==> config.mk <==
export PLATFORM = sky130hd
export DESIGN_NAME = signed_restoring_divider
export DESIGN_NICKNAME = d
export VERILOG_FILES = /design/src/rtl/core/srd_pkg.sv /design/src/rtl/core/signed_restoring_divider.sv /design/src/rtl/core/srd_ctrl.sv /design/src/rtl/core/srd_dpath.sv
export SDC_FILE = /design/constraint.sdc
export NUM_CORES = 1
export LEC_CHECK = 0
export BUFFER_PORTS_ARGS = -buffer_cell sky130_fd_sc_hd__buf_2
export CORE_ASPECT_RATIO = 0.7
export CORE_MARGIN = 2
export CORE_UTILIZATION = 40
export CTS_BUF_LIST = sky130_fd_sc_hd__clkbuf_8 sky130_fd_sc_hd__clkbuf_16
export CTS_CLUSTER_DIAMETER = 80
export DETAILED_ROUTE_END_ITERATION = 10
export PLACE_DENSITY = 0.69
export SETUP_SLACK_MARGIN = 0.3
export SYNTH_ARGS = -nofsm -noshare
export SYNTH_HDL_FRONTEND = slang
export SYNTH_HIERARCHICAL = 1
export SYNTH_SLANG_ARGS = --single-unit
==> constraint.sdc <==
create_clock -name clock -period 15.1 [get_ports clock]
set_clock_uncertainty 0.15 [all_clocks]
set_input_delay 0.755 -clock clock [delete_from_list [all_inputs] [get_ports clock]]
set_output_delay 0.755 -clock clock [all_outputs]
set_load 0.03 [all_outputs]
==> src/rtl/core/srd_pkg.sv <==
`default_nettype none
// ----------------------------------------------------------------------------
// srd_pkg
// Shared types and constants of the signed restoring divider: controller
// states, the command group into the datapath and the status group back.
// ----------------------------------------------------------------------------
package srd_pkg;

   localparam int DATA_BITS     = 64;
   localparam int DEFAULT_WIDTH = 64;

   typedef enum logic [1:0] {
      ST_IDLE,
      ST_RUN,
      ST_FIX
   } srd_state_type;

   typedef struct packed {
      logic load;
      logic step;
      logic finish;
   } srd_cmd_type;

   typedef struct packed {
      logic div_zero;
   } srd_status_type;

endpackage
`default_nettype wire

==> src/rtl/core/signed_restoring_divider.sv <==
`default_nettype none
// ----------------------------------------------------------------------------
// signed_restoring_divider
// Signed two's-complement divider: magnitudes, restoring shift-subtract over
// WIDTH quotient bits, sign fix of quotient and remainder.
// ----------------------------------------------------------------------------
// Sequence: the accepting edge loads the operands, ST_RUN retires one quotient
//   bit per cycle, ST_FIX applies the sign fix, and the result is strobed as
//   the controller returns to ST_IDLE; a zero divisor skips the loop.
// A new beat is not taken while busy; start is taken again in the cycle
//   the result is strobed. The receiver cannot stall.
// Reset: synchronous, active high; clears controller state and the strobe.
// ----------------------------------------------------------------------------
module signed_restoring_divider #(
   parameter int WIDTH = srd_pkg::DEFAULT_WIDTH
) (
   input  wire logic                          clock,
   input  wire logic                          reset,
   input  wire logic                          start,
   output logic                               busy,
   input  wire logic [srd_pkg::DATA_BITS-1:0] req_dividend,
   input  wire logic [srd_pkg::DATA_BITS-1:0] req_divisor,
   output logic                               rsp_strobe,
   output logic [srd_pkg::DATA_BITS-1:0]      rsp_quotient,
   output logic [srd_pkg::DATA_BITS-1:0]      rsp_remainder,
   output logic                               rsp_divide_by_zero
);

   srd_pkg::srd_cmd_type    cmd;
   srd_pkg::srd_status_type status;

   srd_ctrl #(
      .WIDTH (WIDTH)
   ) u_ctrl (
      .clock      (clock),
      .reset      (reset),
      .start      (start),
      .busy       (busy),
      .rsp_strobe (rsp_strobe),
      .cmd        (cmd),
      .status     (status)
   );

   srd_dpath #(
      .WIDTH (WIDTH)
   ) u_dpath (
      .clock              (clock),
      .cmd                (cmd),
      .status             (status),
      .req_dividend       (req_dividend),
      .req_divisor        (req_divisor),
      .rsp_quotient       (rsp_quotient),
      .rsp_remainder      (rsp_remainder),
      .rsp_divide_by_zero (rsp_divide_by_zero)
   );

   // an accepted beat keeps the divider busy
   a_accept_busy: assert property (@(posedge clock) disable iff (reset)
      (start && !busy) |=> busy)
      else $error("divider not busy after accepting a beat");

   // the result is strobed as the controller returns to idle
   a_strobe_idle: assert property (@(posedge clock) disable iff (reset)
      rsp_strobe |-> !busy)
      else $error("result strobed while busy");

   a_strobe_single: assert property (@(posedge clock) disable iff (reset)
      rsp_strobe |=> !rsp_strobe)
      else $error("result strobed on two cycles running");

   a_zero_result: assert property (@(posedge clock) disable iff (reset)
      (rsp_strobe && rsp_divide_by_zero) |->
         (rsp_quotient == '0) && (rsp_remainder == '0))
      else $error("divide by zero with non-zero result");

endmodule
`default_nettype wire

==> src/rtl/core/srd_ctrl.sv <==
`default_nettype none
// ----------------------------------------------------------------------------
// srd_ctrl
// Controller of the divider: accepts a beat, counts the WIDTH shift-subtract
// steps, orders the sign fix and raises the result strobe.
// ----------------------------------------------------------------------------
module srd_ctrl #(
   parameter int WIDTH = srd_pkg::DEFAULT_WIDTH
) (
   input  wire logic                   clock,
   input  wire logic                   reset,
   input  wire logic                   start,
   output logic                        busy,
   output logic                        rsp_strobe,
   output srd_pkg::srd_cmd_type        cmd,
   input  wire srd_pkg::srd_status_type status
);

   localparam int CW = (WIDTH > 1) ? $clog2(WIDTH) : 1;

   srd_pkg::srd_state_type state_ff, state_in;
   logic [CW-1:0]          cnt_ff, cnt_in;
   logic                   strobe_ff, strobe_in;

   always_ff @(posedge clock) begin
      if (reset) begin
         state_ff  <= srd_pkg::ST_IDLE;
         cnt_ff    <= '0;
         strobe_ff <= 1'b0;
      end else begin
         state_ff  <= state_in;
         cnt_ff    <= cnt_in;
         strobe_ff <= strobe_in;
      end
   end

   always_comb begin
      state_in   = state_ff;
      cnt_in     = cnt_ff;
      strobe_in  = 1'b0;
      cmd.load   = 1'b0;
      cmd.step   = 1'b0;
      cmd.finish = 1'b0;
      case (state_ff)
         srd_pkg::ST_IDLE: begin
            if (start) begin
               cmd.load = 1'b1;
               cnt_in   = CW'(WIDTH - 1);
               state_in = srd_pkg::ST_RUN;
            end
         end
         srd_pkg::ST_RUN: begin
            // zero divisor: skip the iterations, the fix stage forces zeros
            if (status.div_zero) begin
               state_in = srd_pkg::ST_FIX;
            end else begin
               cmd.step = 1'b1;
               if (cnt_ff == '0) begin
                  state_in = srd_pkg::ST_FIX;
               end else begin
                  cnt_in = cnt_ff - CW'(1);
               end
            end
         end
         srd_pkg::ST_FIX: begin
            cmd.finish = 1'b1;
            strobe_in  = 1'b1;
            state_in   = srd_pkg::ST_IDLE;
         end
         default: begin
            state_in = srd_pkg::ST_IDLE;
         end
      endcase
   end

   assign busy       = (state_ff != srd_pkg::ST_IDLE);
   assign rsp_strobe = strobe_ff;

endmodule
`default_nettype wire

==> src/rtl/core/srd_dpath.sv <==
`default_nettype none
// ----------------------------------------------------------------------------
// srd_dpath
// Datapath of the divider: operand magnitudes, one restoring shift-subtract
// step per command, sign fix of quotient and remainder, result registers.
// ----------------------------------------------------------------------------
module srd_dpath #(
   parameter int WIDTH = srd_pkg::DEFAULT_WIDTH
) (
   input  wire logic                          clock,
   input  wire srd_pkg::srd_cmd_type          cmd,
   output srd_pkg::srd_status_type            status,
   input  wire logic [srd_pkg::DATA_BITS-1:0] req_dividend,
   input  wire logic [srd_pkg::DATA_BITS-1:0] req_divisor,
   output logic [srd_pkg::DATA_BITS-1:0]      rsp_quotient,
   output logic [srd_pkg::DATA_BITS-1:0]      rsp_remainder,
   output logic                               rsp_divide_by_zero
);

   logic [WIDTH-1:0] a_w, b_w, mag_a, mag_b;
   logic [WIDTH-1:0] rem_ff, rem_in;
   logic [WIDTH-1:0] quo_ff, quo_in;
   logic [WIDTH-1:0] div_ff, div_in;
   logic             differ_ff, differ_in;
   logic             zero_ff, zero_in;
   logic [WIDTH:0]   shifted;
   logic [WIDTH+1:0] trial;
   logic             fits;
   logic signed [WIDTH-1:0] q_fix, r_fix;
   logic [srd_pkg::DATA_BITS-1:0] quotient_ff, quotient_in;
   logic [srd_pkg::DATA_BITS-1:0] remainder_ff, remainder_in;
   logic                          dbz_ff, dbz_in;

   // operand magnitudes, taken from the low WIDTH bits only
   assign a_w   = req_dividend[WIDTH-1:0];
   assign b_w   = req_divisor[WIDTH-1:0];
   assign mag_a = a_w[WIDTH-1] ? (~a_w + WIDTH'(1)) : a_w;
   assign mag_b = b_w[WIDTH-1] ? (~b_w + WIDTH'(1)) : b_w;

   // one restoring step: remainder stays below the divisor, so it fits WIDTH bits
   assign shifted = {rem_ff, quo_ff[WIDTH-1]};
   assign trial   = {1'b0, shifted} - {2'b00, div_ff};
   assign fits    = ~trial[WIDTH+1];

   assign q_fix = differ_ff ? (~quo_ff + WIDTH'(1)) : quo_ff;
   assign r_fix = (differ_ff && (rem_ff != '0)) ? (div_ff - rem_ff) : rem_ff;

   always_comb begin
      rem_in       = rem_ff;
      quo_in       = quo_ff;
      div_in       = div_ff;
      differ_in    = differ_ff;
      zero_in      = zero_ff;
      quotient_in  = quotient_ff;
      remainder_in = remainder_ff;
      dbz_in       = dbz_ff;
      if (cmd.load) begin
         rem_in    = '0;
         quo_in    = mag_a;
         div_in    = mag_b;
         differ_in = a_w[WIDTH-1] ^ b_w[WIDTH-1];
         zero_in   = (b_w == '0);
      end else if (cmd.step) begin
         rem_in = fits ? trial[WIDTH-1:0] : shifted[WIDTH-1:0];
         quo_in = {quo_ff[WIDTH-2:0], fits};
      end
      if (cmd.finish) begin
         if (zero_ff) begin
            quotient_in  = '0;
            remainder_in = '0;
         end else begin
            quotient_in  = srd_pkg::DATA_BITS'(q_fix);
            remainder_in = srd_pkg::DATA_BITS'(r_fix);
         end
         dbz_in = zero_ff;
      end
   end

   always_ff @(posedge clock) begin
      rem_ff       <= rem_in;
      quo_ff       <= quo_in;
      div_ff       <= div_in;
      differ_ff    <= differ_in;
      zero_ff      <= zero_in;
      quotient_ff  <= quotient_in;
      remainder_ff <= remainder_in;
      dbz_ff       <= dbz_in;
   end

   assign status.div_zero    = zero_ff;
   assign rsp_quotient       = quotient_ff;
   assign rsp_remainder      = remainder_ff;
   assign rsp_divide_by_zero = dbz_ff;

endmodule
`default_nettype wire

# == Word level (Yosys, flattened, before mapping) ==
# Index checks and enable logic that the tools add are counted.
# classes
reduce_logical,10
n_bitwise,5
n_div,0
multipliers,0
add_sub_neg,6
magnitude_cmp,0
mux,20
n_shift,0
eq_ne,6
# op_table
cell,count
64-bit 2-to-1 mux,6
64-bit by 1-bit adder with 64-bit output (second input constant),3
64-bit inverter,3
65-bit by 64-bit subtractor with 66-bit output,1
64-bit zero test,1
64-bit nonzero test,1
64-bit subtractor,1
63-bit 2-to-1 mux,1
6-bit 2-to-1 mux,3
6-bit one-hot mux with 2 select lines,1
6-bit zero test,1
2-bit 2-to-1 mux,3
2-bit != test (second input constant),3
2-bit nonzero test,3
6-bit by 1-bit subtractor with 6-bit output (second input constant),1
1-bit 2-to-1 mux,5
2-bit one-hot mux with 2 select lines,1
4-bit AND reduction,1
3-bit by 1-bit != test with 1-bit output (second input constant),1
2-bit by 1-bit equality test with 1-bit output (second input constant),1
2-bit equality test (second input constant),1
2-bit zero test,1
2-bit AND reduction,1
1-bit logical AND,1
other kinds (2),2
# word_totals
mem_bits_ro,0
inputBits,131
word_cells,59
ram_bits,0
mem_count,0
latchBits,0
regBits,332

# == Depth between registers and ports, before layout ==
# logic_depth
ltp_word,4
depth_mapped,15

# == Hierarchy ==
# Netlist, hierarchy kept.
# modules_own_cells
module,seq_area_each_um2,n_inst,area_each_um2,cells_each
srd_dpath,9058.7,1,24323.3,2815
srd_ctrl,180.2,1,491.7,52

# == Worst setup path before layout ==
# Ideal clock, no wire load.
# synth_path
kind,input port to flip-flop
from,input port start
to,register u_dpath.quo_ff[0] (enable)
arrival_time_ns,5.145
setup_ns,0.394
path_stages,5
slack_ns,9.411
n_path_buf,2
path_cell_list,inv_1 -> nor2_1 -> clkbuf_1 -> clkbuf_1 -> or2_2
# synth_lines
item,line,text
from (decl),signed_restoring_divider.sv:19,"input wire logic start,"
to (signal assigned),srd_dpath.sv:81,quo_ff <= quo_in;
to (decl),srd_dpath.sv:22,"logic [WIDTH-1:0] quo_ff, quo_in;"

# == Final worst setup path ==
# layout_path
from,register u_dpath.quo_ff[63]
to,register u_dpath.rem_ff[60]
# layout_via
elab_chain_cells,2
# layout_rtl
item,line,text
65-bit by 64-bit subtractor with 66-bit output,srd_dpath.sv:42,"assign trial = {1'b0, shifted} - {2'b00, div_ff};"
64-bit 2-to-1 mux,srd_dpath.sv:64,rem_in = fits ? trial[WIDTH-1:0] : shifted[WIDTH-1:0];
to (signal assigned),srd_dpath.sv:80,rem_ff <= rem_in;
to (decl),srd_dpath.sv:21,"logic [WIDTH-1:0] rem_ff, rem_in;"
# No other way between the ends.
# A chain may end at the register's enable or synchronous reset.

==> out/metrics.sh <==
FINALMAXSLEWVIOLATIONS=0
CTS.CLK_SLEW.WORST_PATHS_NS=0.06
PIN_COUNT=262
WORSTHOLDPATHCELLS=1
INITIAL_UTILIZATION_PCT=40.4
ROUTED_VIA_DENSITY=5.72
NUMBER_OF_STANDARD_CELLS_AFTER_SYNTHESIS=2867
SEQUENTIAL_TO_TOTAL_AREA_SHARE_FROM_YOSYS_STAT_PCT=37.2
PORT_BUFFERS=261
FIRST_PASS_ITERS=6
WORSTSETUPPATHTYPE='reg2reg'
CRITICAL_PATH.MAX_FANOUT=5
SYNTH_CELL_TYPES=89
CTS_SETUP_BUFFERS=0
YS_DOMINANT_REG_CELL='sky130_fd_sc_hd__edfxtp_1'
FF_LATCH_AREA_UM2=9240
CTS_HOLD_BUF=0
GRT_FIRST_PASS_WIRELENGTH_MM=117
SYN_AREA_PER_CELL_UM2=8.66
CRIT_END_CATEGORY='flip-flop'
FLOORPLAN.DIE_AREA_UM2=64100
CTS_INSERTED_BUFFERS=38
ROUTE.TOP_LAYER_USED='met5'
FP-ROW-COUNT=76
SYNTH_AREA_LEADER='sky130_fd_sc_hd__edfxtp_1'
POSTLAYOUTSETUPSLACKWORST_NS=10.03
FILLERINSTANCES=5981
GRT_SETUP_UNREPAIRED='false'
CRIT_PATH_LAUNCH_TYPE='flip-flop'
DIE_HEIGHT_UM=212
HOLD_REMOVAL_PATH_CLASS='in2reg'
MET1_LENGTH_MM=38.5
DIE-WIDTH_UM=302
CTS.SINK_COUNT=332
R2R_CELLS=15
DETAIL_ROUTE.WL_PER_CELL_UM=20.1
SYN-NUM-NETS=3132
GRT_PASS1_VIAS=19435
MOST_INSTANTIATED_CELLS_AFTER_SYNTHESIS='sky130_fd_sc_hd__nor2_1 (339), sky130_fd_sc_hd__a21oi_1 (282), sky130_fd_sc_hd__edfxtp_1 (259), sky130_fd_sc_hd__nand2_1 (218), sky130_fd_sc_hd__inv_1 (173)'
GLOBALROUTETOTALUTIL_PCT=23.6
SYNTH_MOST_COMMON_CELL='sky130_fd_sc_hd__nor2_1'
CAP_VIOL_MAX_COUNT=0
MULTIINPUTGATEAREA_UM2=14400
TIMING.FINAL.CRIT_SHARE_PCT=33.6
MAX_FREQ_MHz=197
WORSTREG2REGSTART='u_dpath/quo_ff[63]'
CORE_AREA_UM2=61400
TRITONCTS='built'
OVERFLOW=0
CTS.REPAIR.RESIZED=0
SLEW_HEADROOM_PCT=26.1
HTREEDEPTH=2
PIN_COUNT_OF_THE_BIGGEST_NET_ENTERING_GLOBAL_ROUTING=94
LAYOUT_STAGE_AREA_GROWTH_OVER_THE_SYNTHESIS_RESULT_PCT=12.7
ANTENNA_FOUND_INITIAL=8
DETAILROUTE.VIA_COUNT=22201
ROUTE.FINAL.WIRE_LENGTH_MM=78.1
POSTROUTEANTENNANETS=0
DR_WL_MET2_MM=27.5
DRC_ERRORS=0
DETAILROUTE.WIRELENGTH.MET3_MM=10.9
REPORT.FINAL.SETUP_VIOL=0
POWER_LEAKAGE_nW=10.9
WORSTMARGINPINSLEW_NS=1.11
VDD_IR_DROP_MAX_mV=0.0705
SYNTH-EDFF-COUNT=259
HOLD_VIOL_FINAL=0
STARTPOINT='u_dpath/quo_ff[63]'
TNS_NS=0
TIMING.FINAL.CRIT_PERIOD_NS=5.07
ASYNC_RESET_FF_SHARE_PCT=0
CELL_AT_THE_ROOT_OF_THE_CLOCK_TREE='sky130_fd_sc_hd__clkbuf_16'
LAYOUT-DRIVE-GT1-SHARE_PCT=13.0
OUTCOME='completed'
YS_WARN_COUNT=6
POWER.DENSITY_CELL_AREA_nW_PER_UM2=126
PLACE.DETAILED.HPWL_MM=61.3
CTSLONGESTPATHBUFFERS=3
CRITICAL_PATH_ARRIVAL_NS=5.40
CELL_TYPES_OCCUPYING_THE_MOST_AREA_AFTER_SYNTHESIS='sky130_fd_sc_hd__edfxtp_1 (31%), sky130_fd_sc_hd__ha_1 (6.7%), sky130_fd_sc_hd__dfxtp_1 (5.9%)'
DETAILED_ROUTER_S_FIRST_ITERATION_VIOLATION_COUNT=2708
FIN_NETS=3292
POST-SYNTH-TOP-AREA-FRACTION_PCT=31.3
CLOCK_LATENCY_REPORTED_FOR_THE_LATE_SIDE_OF_THE_WORST_SKEW_PAIR_NS=0.56
WORST-ENDPOINT-REQUIRED_NS=15.43
PLACEMENT.SETUP.WORST_SLACK_NS=10.25
TIMING.HOLD.WORST.START='req_divisor[0]'
YS_SEQ_ELEMENTS=332
SYNTH_AREA_UM2=24800
GP_ROUTABILITY_CONGESTION=0.979
## state kept, by name, indices dropped and copies added (netlist names)
| name | flops |
|---|---|
| u_ctrl/cnt_ff | 6 |
| u_ctrl/rsp_strobe | 1 |
| u_ctrl/state_ff | 2 |
| u_dpath/differ_ff | 1 |
| u_dpath/div_ff | 64 |
| u_dpath/quo_ff | 64 |
| u_dpath/rem_ff | 64 |
| u_dpath/rsp_divide_by_zero | 1 |
| u_dpath/rsp_quotient | 64 |
| u_dpath/rsp_remainder | 64 |
| u_dpath/status | 1 |
## where the power goes
group          switching, mW  internal (mW)
combinational          0.843          0.484
clock                  0.391          0.558
sequential             0.145           1.12
## cells in the final DEF (no fill, tap or decap), drive strengths merged, types with 19 or more instances in the layout
master	instances
mux2i	22
dfxtp	73
o41ai	31
nor3	41
inv	179
o21a	21
xnor2	132
nor4	35
nand2	218
or3	53
o21bai	27
nor2	341
or2	19
nand2b	33
a211oi	29
a311oi	31
ha	132
buf	276
xor2	161
a21oi	283
nand3	31
o31ai	64
a31oi	26
clkbuf	40
or4	30
nand4	52
edfxtp	259
a21o	67
o21ai	168
nor2b	22
## metal layers
metal / GRT usage (%) / vias to the layer above
li1: - / 10750
met1: 38.3 / 10303
met2: 27.9 / 1058
met3: 9.07 / 82
met4: 4.57 / 8
met5: 0 / -
## worst max-delay path: stages, from the launching register on
cell                        delay, ns
sky130_fd_sc_hd__edfxtp_1        0.44
sky130_fd_sc_hd__inv_1           0.35
sky130_fd_sc_hd__ha_1            0.25
sky130_fd_sc_hd__inv_1           0.06
sky130_fd_sc_hd__fa_1            0.39
sky130_fd_sc_hd__a21o_1          0.21
sky130_fd_sc_hd__a2111oi_0       0.72
sky130_fd_sc_hd__nand4bb_1       0.27
sky130_fd_sc_hd__and2_1          0.19
sky130_fd_sc_hd__a41oi_1         0.15
sky130_fd_sc_hd__o21ai_0         0.63
sky130_fd_sc_hd__o211ai_1        0.39
sky130_fd_sc_hd__a31oi_1         0.30
sky130_fd_sc_hd__xnor2_1         0.20
sky130_fd_sc_hd__nand3_1         0.11
sky130_fd_sc_hd__a21oi_1         0.16
## metrics by stage
| step | hold WS [ns] | power, mW | cell area (um2) | cells | utilization (%) |
|---|---|---|---|---|---|
| final | 0.267 | 3.54 | 28000 | 3878 | 45.5 |
| after global routing | 0.260 | 3.73 | 28000 | 3878 | 45.5 |
| after global placement | 0.326 | 2.55 | 26700 | 3806 | 43.5 |
| after CTS | 0.249 | 3.51 | 28000 | 3874 | 45.5 |
| after detailed placement | 0.324 | 2.55 | 26700 | 3806 | 43.5 |
| after floorplan | 0.300 | 2.16 | 24800 | 2867 | - |
## worst paths after layout
kind / end / slack, ns
hold reg to reg: u_ctrl/cnt_ff[5] / 0.34
setup / recovery: u_dpath/rem_ff[60] / 10.03
setup reg to reg: u_dpath/rem_ff[60] / 10.03
hold / removal: u_dpath/div_ff[0] / 0.27
## cell families after synthesis
kind of cell               count (synthesis)  share of synthesized area, %
and+or+nand+nor                          923                          18.0
AOI/OAI and AO/OA                        830                          21.5
DFF                                      332                          37.2
buffers and inverters                    329                          5.02
xor gates and xnor gates                 293                          10.3
adders and majority gates                134                          6.82
muxes                                     26                          1.07
## layout make-up
type                    instances  area share, %
multi-input cells            2206           51.4
flip-flops and latches        332           33.0
repair buffers                276           5.07
well taps                     819           3.66
clock buffers                  40           3.50
inverters                     173           2.32
clock inverters                28           1.03
diodes                          4         0.0358
Power figures use the tool's default switching activity.
